[config.mk]
export PLATFORM = sky130hd
export DESIGN_NAME = clipped_rect_fill_byte_stream
export DESIGN_NICKNAME = d
export VERILOG_FILES = /design/src/rtl/crfb_pkg.sv /design/src/rtl/clipped_rect_fill_byte_stream.sv /design/src/rtl/crfb_cfg.sv /design/src/rtl/crfb_clip.sv /design/src/rtl/crfb_engine.sv
export SDC_FILE = /design/constraint.sdc
export NUM_CORES = 1
export LEC_CHECK = 0
export BUFFER_PORTS_ARGS = -buffer_cell sky130_fd_sc_hd__clkbuf_2
export CORE_ASPECT_RATIO = 1.4
export CORE_UTILIZATION = 46
export DETAILED_ROUTE_END_ITERATION = 10
export MAX_ROUTING_LAYER = met4
export PLACE_DENSITY = 0.71
export SKIP_LAST_GASP = 1
export SLEW_MARGIN = 30
export SYNTH_ARGS = -nofsm -noshare
export SYNTH_HDL_FRONTEND = slang
export SYNTH_SLANG_ARGS = --single-unit
[constraint.sdc]
create_clock -name clk -period 19.9 [get_ports clk]
set_input_delay 1.99 -clock clk [delete_from_list [all_inputs] [get_ports clk]]
set_output_delay 1.99 -clock clk [all_outputs]
set_load 0.1 [all_outputs]
[src/rtl/crfb_pkg.sv]
// ----------------------------------------------------------------------------
// crfb_pkg
// shared types and constants for the clipped rectangle fill byte stream
// ----------------------------------------------------------------------------
package crfb_pkg;

    localparam int MAX_DIM  = 512;
    localparam int DIM_W    = $clog2(MAX_DIM + 1);
    localparam int SPAN_W   = 18;
    localparam int ADDR_W   = 16;
    localparam int BL_W     = $clog2(2 * MAX_DIM * MAX_DIM + 1);
    localparam int PANEL_W  = 10;
    localparam int OFF_W    = 8;
    localparam int PADDR_W  = 4;
    localparam int PDATA_W  = 32;

    localparam logic [PANEL_W-1:0] PANEL_WIDTH_RST  = 10'd128;
    localparam logic [PANEL_W-1:0] PANEL_HEIGHT_RST = 10'd160;

    localparam logic [1:0] REG_PANEL_WIDTH  = 2'd0;
    localparam logic [1:0] REG_PANEL_HEIGHT = 2'd1;
    localparam logic [1:0] REG_COL_OFFSET   = 2'd2;
    localparam logic [1:0] REG_ROW_OFFSET   = 2'd3;

    localparam logic CMD_START = 1'b0;
    localparam logic CMD_PULL  = 1'b1;

    localparam logic [7:0] CMD_COL_ADDR  = 8'h2A;
    localparam logic [7:0] CMD_ROW_ADDR  = 8'h2B;
    localparam logic [7:0] CMD_MEM_WRITE = 8'h2C;

    typedef struct packed {
        logic [PANEL_W-1:0] panel_width;
        logic [PANEL_W-1:0] panel_height;
        logic [OFF_W-1:0]   column_offset;
        logic [OFF_W-1:0]   row_base;
    } cfg_t;

    typedef struct packed {
        logic             empty;
        logic [DIM_W-1:0] first;
        logic [DIM_W-1:0] last;
        logic [DIM_W-1:0] count;
    } clip_t;

endpackage

[src/rtl/clipped_rect_fill_byte_stream.sv]
// ----------------------------------------------------------------------------
// clipped_rect_fill_byte_stream
// clips a rectangle to the panel and streams window commands and fill bytes
// ----------------------------------------------------------------------------
// a pull word passes the input word register, then the output register, before m_tvalid shows its byte
// throughput: one word per cycle through the combinational clip and sequencer;
// input stalls only while the output register holds an unaccepted word
// a start word is absorbed and yields no output word
// reset: rst_n clears the transfer and both word registers, panel 128x160,
// offsets zero
module clipped_rect_fill_byte_stream (
    input  logic        clk,
    input  logic        rst_n,
    input  logic        s_tvalid,
    output logic        s_tready,
    input  logic [79:0] s_tdata,   // left, top, rect_width, rect_height, fill_color
    input  logic        s_tuser,   // cmd
    output logic        m_tvalid,
    input  logic        m_tready,
    output logic [7:0]  m_tdata,   // out_byte
    output logic        m_tuser,   // is_data
    output logic        m_tlast,
    input  logic        psel,
    input  logic        penable,
    input  logic        pwrite,
    input  logic [3:0]  paddr,
    input  logic [31:0] pwdata,
    output logic [31:0] prdata,
    output logic        pready
);

    crfb_pkg::cfg_t cfg;

    crfb_cfg u_cfg (
        .clk     (clk),
        .rst_n   (rst_n),
        .psel    (psel),
        .penable (penable),
        .pwrite  (pwrite),
        .paddr   (paddr),
        .pwdata  (pwdata),
        .prdata  (prdata),
        .pready  (pready),
        .cfg     (cfg)
    );

    crfb_engine u_engine (
        .clk      (clk),
        .rst_n    (rst_n),
        .cfg      (cfg),
        .s_tvalid (s_tvalid),
        .s_tready (s_tready),
        .s_tdata  (s_tdata),
        .s_tuser  (s_tuser),
        .m_tvalid (m_tvalid),
        .m_tready (m_tready),
        .m_tdata  (m_tdata),
        .m_tuser  (m_tuser),
        .m_tlast  (m_tlast)
    );

    a_last_is_data: assert property (@(posedge clk) disable iff (!rst_n)
        (m_tvalid && m_tlast) |-> m_tuser)
        else $error("last word flagged as command");

    a_cmd_code: assert property (@(posedge clk) disable iff (!rst_n)
        (m_tvalid && !m_tuser) |-> (m_tdata == crfb_pkg::CMD_COL_ADDR
                                    || m_tdata == crfb_pkg::CMD_ROW_ADDR
                                    || m_tdata == crfb_pkg::CMD_MEM_WRITE))
        else $error("unknown command byte");

    a_ready_when_empty: assert property (@(posedge clk) disable iff (!rst_n)
        !m_tvalid |-> s_tready)
        else $error("input stalled with empty output register");

    a_word_after_pull: assert property (@(posedge clk) disable iff (!rst_n)
        (m_tvalid && !$past(m_tvalid)) |-> $past(s_tready))
        else $error("output word appeared without the sequencer advancing");

endmodule

[src/rtl/crfb_cfg.sv]
// ----------------------------------------------------------------------------
// crfb_cfg
// apb register file holding panel size and address offsets
// ----------------------------------------------------------------------------
module crfb_cfg (
    input  logic                          clk,
    input  logic                          rst_n,
    input  logic                          psel,
    input  logic                          penable,
    input  logic                          pwrite,
    input  logic [crfb_pkg::PADDR_W-1:0]  paddr,
    input  logic [crfb_pkg::PDATA_W-1:0]  pwdata,
    output logic [crfb_pkg::PDATA_W-1:0]  prdata,
    output logic                          pready,
    output crfb_pkg::cfg_t                cfg
);

    crfb_pkg::cfg_t cfg_reg;
    crfb_pkg::cfg_t cfg_next;
    logic           wr_en;
    logic [1:0]     reg_idx;

    assign pready  = 1'b1;
    assign wr_en   = psel & penable & pwrite;
    assign reg_idx = paddr[3:2];
    assign cfg     = cfg_reg;

    always_comb
    begin
        cfg_next = cfg_reg;
        if (wr_en)
        begin
            unique case (reg_idx)
                crfb_pkg::REG_PANEL_WIDTH:
                    cfg_next.panel_width = pwdata[crfb_pkg::PANEL_W-1:0];
                crfb_pkg::REG_PANEL_HEIGHT:
                    cfg_next.panel_height = pwdata[crfb_pkg::PANEL_W-1:0];
                crfb_pkg::REG_COL_OFFSET:
                    cfg_next.column_offset = pwdata[crfb_pkg::OFF_W-1:0];
                crfb_pkg::REG_ROW_OFFSET:
                    cfg_next.row_base = pwdata[crfb_pkg::OFF_W-1:0];
                default:
                    cfg_next = cfg_reg;
            endcase
        end
    end

    always_comb
    begin
        unique case (reg_idx)
            crfb_pkg::REG_PANEL_WIDTH:
                prdata = {{(crfb_pkg::PDATA_W-crfb_pkg::PANEL_W){1'b0}}, cfg_reg.panel_width};
            crfb_pkg::REG_PANEL_HEIGHT:
                prdata = {{(crfb_pkg::PDATA_W-crfb_pkg::PANEL_W){1'b0}}, cfg_reg.panel_height};
            crfb_pkg::REG_COL_OFFSET:
                prdata = {{(crfb_pkg::PDATA_W-crfb_pkg::OFF_W){1'b0}}, cfg_reg.column_offset};
            crfb_pkg::REG_ROW_OFFSET:
                prdata = {{(crfb_pkg::PDATA_W-crfb_pkg::OFF_W){1'b0}}, cfg_reg.row_base};
            default:
                prdata = '0;
        endcase
    end

    always_ff @(posedge clk or negedge rst_n)
    begin
        if (!rst_n)
        begin
            cfg_reg.panel_width   <= crfb_pkg::PANEL_WIDTH_RST;
            cfg_reg.panel_height  <= crfb_pkg::PANEL_HEIGHT_RST;
            cfg_reg.column_offset <= '0;
            cfg_reg.row_base      <= '0;
        end
        else
        begin
            cfg_reg <= cfg_next;
        end
    end

endmodule

[src/rtl/crfb_clip.sv]
// ----------------------------------------------------------------------------
// crfb_clip
// clips one signed span against the panel limit
// ----------------------------------------------------------------------------
module crfb_clip (
    input  logic signed [15:0]              start,
    input  logic        [15:0]              len,
    input  logic [crfb_pkg::PANEL_W-1:0]    panel,
    output crfb_pkg::clip_t                 clip
);

    localparam int SW = crfb_pkg::SPAN_W;
    localparam int DW = crfb_pkg::DIM_W;

    logic        [31:0]   panel_ext;
    logic        [31:0]   max_u;
    logic        [31:0]   limit_w;
    logic signed [SW-1:0] start_s;
    logic signed [SW-1:0] lim_s;
    logic signed [SW-1:0] lo;
    logic signed [SW-1:0] hi;
    logic signed [SW-1:0] hi_c;
    logic signed [SW-1:0] diff;
    logic signed [SW-1:0] last_s;

    assign panel_ext = {{(32-crfb_pkg::PANEL_W){1'b0}}, panel};
    assign max_u     = crfb_pkg::MAX_DIM;
    assign limit_w   = (panel_ext > max_u) ? max_u : panel_ext;
    assign lim_s     = {{(SW-DW){1'b0}}, limit_w[DW-1:0]};

    assign start_s = {{(SW-16){start[15]}}, start};
    assign hi      = start_s + {{(SW-16){1'b0}}, len};
    assign lo      = start[15] ? '0 : start_s;
    assign hi_c    = (hi > lim_s) ? lim_s : hi;
    assign diff    = hi_c - lo;
    assign last_s  = hi_c - {{(SW-1){1'b0}}, 1'b1};

    assign clip.empty = (hi_c <= lo);
    assign clip.first = lo[DW-1:0];
    assign clip.last  = last_s[DW-1:0];
    assign clip.count = diff[DW-1:0];

endmodule

[src/rtl/crfb_engine.sv]
// ----------------------------------------------------------------------------
// crfb_engine
// input word register, window state and byte sequencer with output register
// ----------------------------------------------------------------------------
module crfb_engine (
    input  logic            clk,
    input  logic            rst_n,
    input  crfb_pkg::cfg_t  cfg,
    input  logic            s_tvalid,
    output logic            s_tready,
    input  logic [79:0]     s_tdata,
    input  logic            s_tuser,
    output logic            m_tvalid,
    input  logic            m_tready,
    output logic [7:0]      m_tdata,
    output logic            m_tuser,
    output logic            m_tlast
);

    localparam int AW = crfb_pkg::ADDR_W;
    localparam int DW = crfb_pkg::DIM_W;
    localparam int BW = crfb_pkg::BL_W;

    typedef enum logic [3:0] {
        HDR_COL_CMD, HDR_X0_HI, HDR_X0_LO, HDR_X1_HI, HDR_X1_LO,
        HDR_ROW_CMD, HDR_Y0_HI, HDR_Y0_LO, HDR_Y1_HI, HDR_Y1_LO,
        HDR_MEM_CMD, HDR_PIXELS
    } hdr_t;

    logic             in_valid_reg,  in_valid_next;
    logic             in_cmd_reg,    in_cmd_next;
    logic [79:0]      in_data_reg,   in_data_next;
    logic             active_reg,    active_next;
    hdr_t             hdr_reg,       hdr_next;
    logic [AW-1:0]    bounds_reg [4];
    logic [AW-1:0]    bounds_next [4];
    logic [15:0]      color_reg,     color_next;
    logic [BW-1:0]    left_reg,      left_next;
    logic             out_valid_reg, out_valid_next;
    logic [7:0]       out_byte_reg,  out_byte_next;
    logic             out_data_reg,  out_data_next;
    logic             out_last_reg,  out_last_next;

    logic             advance;
    crfb_pkg::clip_t  clip_x;
    crfb_pkg::clip_t  clip_y;
    logic [2*DW-1:0]  area;
    logic [2*DW:0]    area2;
    logic [BW-1:0]    left_dec;
    logic [7:0]       hdr_byte;
    logic             hdr_is_data;

    assign advance  = in_valid_reg & (~out_valid_reg | m_tready);
    assign s_tready = ~in_valid_reg | advance;

    assign m_tvalid = out_valid_reg;
    assign m_tdata  = out_byte_reg;
    assign m_tuser  = out_data_reg;
    assign m_tlast  = out_last_reg;

    crfb_clip u_clip_x (
        .start (in_data_reg[15:0]),
        .len   (in_data_reg[47:32]),
        .panel (cfg.panel_width),
        .clip  (clip_x)
    );

    crfb_clip u_clip_y (
        .start (in_data_reg[31:16]),
        .len   (in_data_reg[63:48]),
        .panel (cfg.panel_height),
        .clip  (clip_y)
    );

    assign area     = clip_x.count * clip_y.count;
    assign area2    = {area, 1'b0};
    assign left_dec = left_reg - {{(BW-1){1'b0}}, 1'b1};

    always_comb
    begin
        hdr_is_data = 1'b1;
        unique case (hdr_reg)
            HDR_COL_CMD:
            begin
                hdr_byte    = crfb_pkg::CMD_COL_ADDR;
                hdr_is_data = 1'b0;
            end
            HDR_X0_HI:   hdr_byte = bounds_reg[0][15:8];
            HDR_X0_LO:   hdr_byte = bounds_reg[0][7:0];
            HDR_X1_HI:   hdr_byte = bounds_reg[1][15:8];
            HDR_X1_LO:   hdr_byte = bounds_reg[1][7:0];
            HDR_ROW_CMD:
            begin
                hdr_byte    = crfb_pkg::CMD_ROW_ADDR;
                hdr_is_data = 1'b0;
            end
            HDR_Y0_HI:   hdr_byte = bounds_reg[2][15:8];
            HDR_Y0_LO:   hdr_byte = bounds_reg[2][7:0];
            HDR_Y1_HI:   hdr_byte = bounds_reg[3][15:8];
            HDR_Y1_LO:   hdr_byte = bounds_reg[3][7:0];
            HDR_MEM_CMD:
            begin
                hdr_byte    = crfb_pkg::CMD_MEM_WRITE;
                hdr_is_data = 1'b0;
            end
            default:     hdr_byte = left_reg[0] ? color_reg[7:0] : color_reg[15:8];
        endcase
    end

    always_comb
    begin
        in_valid_next  = in_valid_reg;
        in_cmd_next    = in_cmd_reg;
        in_data_next   = in_data_reg;
        active_next    = active_reg;
        hdr_next       = hdr_reg;
        bounds_next    = bounds_reg;
        color_next     = color_reg;
        left_next      = left_reg;
        out_valid_next = out_valid_reg & ~m_tready;
        out_byte_next  = out_byte_reg;
        out_data_next  = out_data_reg;
        out_last_next  = out_last_reg;

        if (s_tready)
        begin
            in_valid_next = s_tvalid;
            if (s_tvalid)
            begin
                in_cmd_next  = s_tuser;
                in_data_next = s_tdata;
            end
        end

        if (advance)
        begin
            if (in_cmd_reg == crfb_pkg::CMD_START)
            begin
                active_next = 1'b0;
                hdr_next    = HDR_COL_CMD;
                left_next   = '0;
                if (!clip_x.empty && !clip_y.empty)
                begin
                    bounds_next[0] = {{(AW-DW){1'b0}}, clip_x.first}
                                   + {{(AW-crfb_pkg::OFF_W){1'b0}}, cfg.column_offset};
                    bounds_next[1] = {{(AW-DW){1'b0}}, clip_x.last}
                                   + {{(AW-crfb_pkg::OFF_W){1'b0}}, cfg.column_offset};
                    bounds_next[2] = {{(AW-DW){1'b0}}, clip_y.first}
                                   + {{(AW-crfb_pkg::OFF_W){1'b0}}, cfg.row_base};
                    bounds_next[3] = {{(AW-DW){1'b0}}, clip_y.last}
                                   + {{(AW-crfb_pkg::OFF_W){1'b0}}, cfg.row_base};
                    color_next     = in_data_reg[79:64];
                    left_next      = area2[BW-1:0];
                    active_next    = 1'b1;
                end
            end
            else if (active_reg)
            begin
                out_valid_next = 1'b1;
                out_byte_next  = hdr_byte;
                out_data_next  = hdr_is_data;
                out_last_next  = 1'b0;
                if (hdr_reg != HDR_PIXELS)
                begin
                    hdr_next = hdr_t'(hdr_reg + 4'd1);
                end
                else
                begin
                    left_next = left_dec;
                    if (left_dec == '0)
                    begin
                        out_last_next = 1'b1;
                        active_next   = 1'b0;
                        hdr_next      = HDR_COL_CMD;
                    end
                end
            end
        end
    end

    always_ff @(posedge clk or negedge rst_n)
    begin
        if (!rst_n)
        begin
            in_valid_reg  <= 1'b0;
            in_cmd_reg    <= crfb_pkg::CMD_START;
            in_data_reg   <= '0;
            active_reg    <= 1'b0;
            hdr_reg       <= HDR_COL_CMD;
            bounds_reg    <= '{default: '0};
            color_reg     <= '0;
            left_reg      <= '0;
            out_valid_reg <= 1'b0;
            out_byte_reg  <= '0;
            out_data_reg  <= 1'b0;
            out_last_reg  <= 1'b0;
        end
        else
        begin
            in_valid_reg  <= in_valid_next;
            in_cmd_reg    <= in_cmd_next;
            in_data_reg   <= in_data_next;
            active_reg    <= active_next;
            hdr_reg       <= hdr_next;
            bounds_reg    <= bounds_next;
            color_reg     <= color_next;
            left_reg      <= left_next;
            out_valid_reg <= out_valid_next;
            out_byte_reg  <= out_byte_next;
            out_data_reg  <= out_data_next;
            out_last_reg  <= out_last_next;
        end
    end

endmodule

======== Word level (Yosys, flattened, before mapping) ========
Cells that the tools add are included.
word-level totals
  register bits ........................... 234
  input port bits ......................... 124
  output and inout bits ................... 45
  logic and storage cells ................. 109
operators by class
  $add $sub $neg .......................... 12
  multipliers ............................. 1
  $lt $le $gt $ge ......................... 6
  eq/ne operators ......................... 17
  multiplexer cells ....................... 28
  bitwise logic cells ..................... 10
  reduce and logical (&&, ||, !) cells .... 16
operators by type and width
  cell                                                count
  case mux 32 bit (4 select lines)                    1
  case mux 8 bit (11 select lines)                    1
  2-to-1 mux 20 bit                                   4
  adder 10 x 8 -> 11 bit                              4
  adder 16 x 17 -> 18 bit                             2
  > comparator 18 x 11 -> 1 bit                       2
  less-or-equal comparator 18 x 16 -> 1 bit           2
  2-to-1 mux 18 bit                                   2
  2-to-1 mux 15 bit                                   2
  > comparator 10 bit, second input constant          2
  logical NOT 20 bit                                  1
  2-to-1 mux 10 bit                                   2
  subtractor 10 x 1 -> 10 bit, second input constant  2
  subtractor 10 bit                                   2
  subtractor 20 x 1 -> 20 bit, second input constant  1
  multiplier 10 x 10 -> 19 bit                        1
  == test 4 x 3 -> 1 bit, second input constant       4
  2-to-1 mux 4 bit                                    4
  == test 4 bit, second input constant                3
  AND reduction 3 bit                                 4
  2-to-1 mux 1 bit                                    11
  AND reduction 2 bit                                 5
  == test 4 x 2 -> 1 bit, second input constant       2
  2-to-1 mux 8 bit                                    1
  15 further kinds                                    25

======== Logic depth before layout (Yosys ltp) ========
Gate-level depths: netlist of run 1.
  word-level depth ........................ 9
  gate-level depth with buffers ........... 49
  mapped depth without buffers ............ 47

======== By module ========
From an unflattened synthesis of run 1, not the netlist that was laid out.
unflattened totals
  cells, all modules ...................... 2070
  area total of the unflattened synthesis .. 18894.4 µm²
modules (own cells, without submodules)
  module       times used  cells an instance  area an instance (µm²)  seq. area each (µm²)
  crfb_engine  1           1297               12530.8                 4454.3
  crfb_clip    2           327                2254.7                  0.0
  crfb_cfg     1           119                1854.3                  904.6

======== Least setup slack after synthesis of run 1 ========
No wires, ideal clock.
  path kind ............................... register to register
  from .................................... reg u_engine.in_data_reg[0]
  to ...................................... reg u_engine.left_reg[19]
  setup time .............................. 134 ps
  arrival time ............................ 10216 ps
  data required time ...................... 19766 ps
  slack ................................... 9550 ps
  cell stages (with the launch flop) ...... 46
  path buffers ............................ 1
  period minus slack after synthesis ...... 10350 ps
  cells stage by stage .................... dfrtp_1 > ha_1 > fa_1 > a211o_1 > o211ai_1 > a21oi_1 > o21ai_0 > nand2b_1 > xor2_1 > ha_1 > a31oi_1 > nor2b_1 > o32ai_1 > nand4_1 > o31ai_4 > clkbuf_1 > mux2i_1 > ha_1 > (+10 left out) > fa_1 > inv_1 > fa_1 > fa_1 > fa_1 > inv_1 > fa_1 > inv_1 > ha_1 > nand3_1 > a21oi_1 > o31ai_1 > o2111ai_1 > a21oi_1 > xnor2_1 > a21o_1 > a21oi_1 > nand4b_1
on the way
  word-level cells in the longest chain between the ends .. 8
  elaborated cells on any way between the ends .. 11
  those cells by class .................... add/sub (2); mul (1); order compare (2); mux (4); reduce/logical (2)
ends and longest elaborated chain
  item                                                                  RTL line            RTL
  from (decl)                                                           crfb_engine.sv:32   logic [79:0] in_data_reg, in_data_next;
  from (signal assigned)                                                crfb_engine.sv:202  in_data_reg <= in_data_next;
  branches (longest 6 deep; another with multiplier 10 x 10 -> 19 bit)  --
  2-to-1 mux 20 bit *                                                   crfb_engine.sv:142  if (!clip_x.empty && !clip_y.empty)
  2-to-1 mux 20 bit *                                                   crfb_engine.sv:137  if (in_cmd_reg == crfb_pkg::CMD_START)
  to (signal assigned)                                                  crfb_engine.sv:207  left_reg <= left_next;
  to (decl)                                                             crfb_engine.sv:38   logic [BW-1:0] left_reg, left_next;
Mark *: on every way between the ends.
A chain may end at the register's enable or synchronous reset.

======== Worst setup path after layout of run 1 ========
  from .................................... reg u_engine.in_data_reg[1]
  to ...................................... reg u_engine.left_reg[19]
The elaborated chain is that of the path after synthesis.

==> results of run 1 <==
==> synth_stat cells, drive strengths merged, types with 12 or more instances <==
library cell	instances	area, µm²
nand4	18	119
clkbuf	54	203
or3	17	111
nor4	12	75.1
o21bai	17	128
nand3	31	155
nor2b	29	181
a21oi	92	483
a22oi	15	113
buf	35	240
mux2	125	1410
nand2	279	1050
nor3	37	190
mux2i	23	230
o21a	15	113
dfrtp	211	5280
xor2	41	367
ha	175	2190
xnor2	71	637
inv	164	616
a21o	44	330
nor2	119	447
fa	69	1380
nand2b	37	231
o21ai	144	721
==> area by class of cell <==
type                       count  area, µm²
multi-input combinational   1586      12200
tap                          528        661
inverter                     165        619
clock buffer                  31        678
clock inverter                12        220
fill                        3646      19000
timing repair buffer         133        733
sequential                   214       5360
==> path summary, 6_finish.rpt <==
kind | end | slack, ns
worst max-delay path | u_engine.left_reg[19] | 7.97
worst min-delay path | u_engine.color_reg[6] | 0.47
worst max register to register | u_engine.left_reg[19] | 7.97
worst min register to register | u_engine.color_reg[6] | 0.47
max in group asynchronous | u_engine.in_data_reg[47] | 16.95
min in group asynchronous | u_engine.in_data_reg[71] | 1.38
==> layer usage <==
layer | track usage, % | vias up | share of wire (%)
li1 | - | 7190 | -
met1 | 28.5 | 7263 | 40
met2 | 44.0 | 400 | 52
met3 | 2.46 | 129 | 4.0
met4 | 10.7 | 0 | 4.5
met5 | - | - | 0
==> critical path: cells and delay by family, from the launching register on <==
family / cells / cell delay (ns)
xor gates and xnor gates: 3 / 0.90
and+or+nand+nor: 6 / 0.88
adders and majority gates: 10 / 4.14
muxes: 1 / 0.47
DFF: 1 / 0.43
buffers and inverters: 6 / 0.54
AOI/OAI and AO/OA: 20 / 4.42
==> cells by family (layout without fill, tap and decap cells) <==
group | count (synthesis) | count (layout) | share of synthesized area, %
xor gates and xnor gates | 112 | 112 | 5.43
AOI/OAI and AO/OA | 421 | 421 | 14.8
other | 2 | 23 | 0.0406
adders and majority gates | 245 | 245 | 19.4
and+or+nand+nor | 629 | 629 | 15.8
muxes | 156 | 156 | 9.84
buffers and inverters | 254 | 341 | 5.75
DFF | 214 | 214 | 29.0
==> stage by stage <==
step                      std cells  utilization, %  hold slack (ns)  setup slack (ns)  instance area, µm²
after floorplan                2054               -            0.433              9.55               18600
after global placement         2624            49.3            0.445              8.13               19500
after detailed placement       2624            49.4            0.454              7.97               19500
after CTS                      2667            51.7            0.468              7.91               20400
after global routing           2669            51.8            0.490              7.25               20400
final                          2669            51.8            0.467              7.97               20400
==> impl_metrics.toml, run 1 <==
[floorplanning]
dieArea_um2 = 41000
fp.dieW_um = 171
core_um2 = 39500
rows = 86
start_util_pct = 46.8
die_h_um = 239
io_pins = 169

[detailed_routing]
vias_per_cell = 5.61
wl_um = 48200
drtIter0Drc = 876
drcViolationCount = 0
wl_per_cell_um = 18.1
postRouteAntennaNets = 0
vias = 15000
drt-pass1-iter-count = 5

[place]
io_buffers = 121
hpwlAfterDp_um = 37900
routabilityCongestion = 0.965

[sta]
hold_viol = 0
fmax_mhz = 83.8
fin_crit_ns = 11.93
worstMarginPinSlew_ns = 1.01
skew_ns = 0.0141
drv_slew = 0
relSlewSlack_pct = 32.7
fin_crit_sh_pct = 60.0
setup_viol = 0
rsz0062_at_grt = "false"
tns_ns = 0

[grt]
antenna_found_initial = 0
grt_usage_pct = 24.9
first_global_vias = 15200
grt_max_degree = 128
grt_pass1_wl_um = 78100
grt_overflow_total = 0

[synthesis]
synth_cells = 2033
ys_warn_count = 0
ys_types = 90
synth_edf_count = 0
synth_area_um2 = 18500
ys_ff_latch = 214
syn_avg_cell_area_um2 = 9.09
ys_seq_area_share_pct = 29.0
synth-main-ff-cell = "dfrtp_1"
async_flop_share_pct = 100

[worst_setup_path]
reg2reg_depth = 46
cp_max_fo = 14
crit_top_cell = "a21oi_1"
path_class = "flop to flop"
cp.required_ns = 20.31
worstPathArrival_ns = 12.35
end_kind = "flop"
startpoint = "u_engine.in_data_reg[1]"
crit_path_start_kind = "flop"
cpPeakStageDelay_ns = 0.61
r2r_start = "u_engine.in_data_reg[1]"
cp_slowest_cell = "o31ai_4"

[final_layout]
final_cell_mix = "278 x nand2_1, 211 x dfrtp_1, 175 x ha_1"
syn2layout_area_growth_pct = 10.6
fin_nets = 2492
drive_gt1_share_pct = 16.2
antenna_cells = 0
final_common_cell = "nand2_1"
largest_register_ffs = 80

[worst_hold_path]
min_path_type = "flop to flop"
hp-start = "u_engine.in_data_reg[70]"
hold_depth = 2

[job]
drv_cap = 0

[clock_network]
post_cts_buffers = 0
cts_tree = "yes"
clkTransAtPathRegs_ns = 0.06
cts_inserted_buffers = 24
cts_resized = 0
cts_hold_buf = 0
cts_root_buf = "clkbuf_16"
h-tree-depth = 1
clock_sinks = 214
clockBufferDepth = 3
clk-insertion-delay-late_ns = 0.55

[outcome]
outcome = "finished clean"
Power of run 1 is not shown: default switching activity piles up to over one toggle a cycle in this logic, so the estimate is an artifact.
==> run 2: changes to the inputs <==
Clock period 19.9 ns to 12.3 ns, I/O delays scaled along.
==> impl_metrics.toml, run 2 (synthesis results as in run 1) <==
[worst_setup_path]
path_depth = 45
end_kind = "flop"
r2r_start = "u_engine.in_data_reg[1]"
critPathCapture = "u_engine.left_reg[19]"
path_buf_inv = 5
rrSetupSlack_ns = 0.80
worst_r2r_endpoint = "u_engine.left_reg[19]"
worstPathArrival_ns = 11.93
crit_family = "compound AO/OA/AOI/OAI gates"
startpoint = "u_engine.in_data_reg[1]"
crit_top_cell = "a21oi_1"
cp.required_ns = 12.74
crit_path_start_kind = "flop"
reg2reg_depth = 45
path_class = "flop to flop"
cp_max_fo = 7
cpPeakStageDelay_ns = 0.55
cp_slowest_cell = "fa_1"

[floorplanning]
start_util_pct = 46.8
dieArea_um2 = 41000
fp.dieW_um = 171
die_h_um = 239
rows = 86
io_pins = 169
core_um2 = 39500

[place]
hpwlAfterDp_um = 38100
routabilityCongestion = 0.952
io_buffers = 121

[final_layout]
syn2layout_area_growth_pct = 10.7
seq_area_um2 = 5360
antenna_cells = 0
final_cell_mix = "278 x nand2_1, 211 x dfrtp_1, 175 x ha_1"
drive_gt1_share_pct = 16.5
fin_nets = 2498
multi_input_area_um2 = 12200
fillers = 3668
final_common_cell = "nand2_1"
largest_register_ffs = 80

[clock_network]
clockBufferDepth = 3
cts_resized = 0
cts_tree = "yes"
clkTransAtPathRegs_ns = 0.07
clk-insertion-delay-late_ns = 0.57
clock_sinks = 214
h-tree-depth = 1
post_cts_buffers = 0
cts_hold_buf = 0
cts_inserted_buffers = 23
cts_root_buf = "clkbuf_16"

[sta]
skew_ns = 0.0326
fin_crit_ns = 11.50
fin_crit_sh_pct = 93.5
setup_viol = 0
relSlewSlack_pct = 40.2
worstMarginPinSlew_ns = 0.896
tns_ns = 0
fmax_mhz = 87.0
hold_viol = 0
drv_slew = 0
rsz0062_at_grt = "false"

[detailed_routing]
wl_per_cell_um = 17.9
wl_um = 47900
vias_per_cell = 5.63
vias = 15100
drcViolationCount = 0
drtIter0Drc = 629
drt-pass1-iter-count = 5
postRouteAntennaNets = 0

[grt]
grt_usage_pct = 24.8
grt_overflow_total = 0
first_global_vias = 15200
grt_max_degree = 130
grt_pass1_wl_um = 77800
antenna_found_initial = 0

[worst_hold_path]
min_path_type = "flop to flop"

[job]
drv_cap = 0

[outcome]
outcome = "finished clean"
[run 2: changes by cell type in the layout (fill, tap and decap cells not counted), sizes merged]
cell,before,now
clkinv,6,3
inv,164,165
bufinv,6,4
buf,13,20
clkinvlp,1,4
[run 2: cell type report]
cell class | count | share of cell area [%]
flip-flops and latches | 214 | 26.2
clock inverters | 11 | 0.899
well taps | 528 | 3.23
clock buffers | 31 | 3.25
multi-input cells | 1586 | 59.6
repair buffers | 140 | 3.82
inverters | 165 | 3.03
[run 2: worst min path at each step]
stage,start,to,cells past startpoint
detailed placement,u_engine.color_reg[13],u_engine.color_reg[13],2
floorplan,u_engine.in_data_reg[64],u_engine.color_reg[0],2
finish,u_engine.in_data_reg[79],u_engine.color_reg[15],2
CTS,u_engine.in_data_reg[71],u_engine.color_reg[7],2
global route,u_engine.in_data_reg[76],u_engine.color_reg[12],2
global placement,u_engine.in_data_reg[77],u_engine.color_reg[13],2
[run 2: routing by layer]
metal | part of all wire (%) | global-route usage [%]
met4 | 5.1 | 11.9
met3 | 3.9 | 3.01
met2 | 51 | 43.5
met5 | 0 | -
met1 | 40 | 27.8
[run 2: worst register-to-register path, delay by kind of cell (launching register included)]
kind                       cells  cell delay (ns)
xor gates and xnor gates       3             0.88
buffers and inverters          5             0.33
AOI/OAI and AO/OA             20             4.28
muxes                          1             0.45
and+or+nand+nor                6             0.91
DFF                            1             0.43
adders and majority gates     10             4.13
[run 2: through the flow]
stage	hold slack [ns]	util, %	cell area [µm²]	instances	setup slack [ns]
2_1_floorplan	0.433	-	18600	2054	1.95
3_3_place_gp	0.447	49.5	19500	2632	0.985
3_5_place_dp	0.462	49.5	19600	2632	0.770
4_1_cts	0.476	51.7	20400	2674	0.674
5_1_grt	0.491	51.8	20500	2675	0.0365
6_report	0.467	51.8	20500	2675	0.803
Power of run 2 is left out for the same reason.
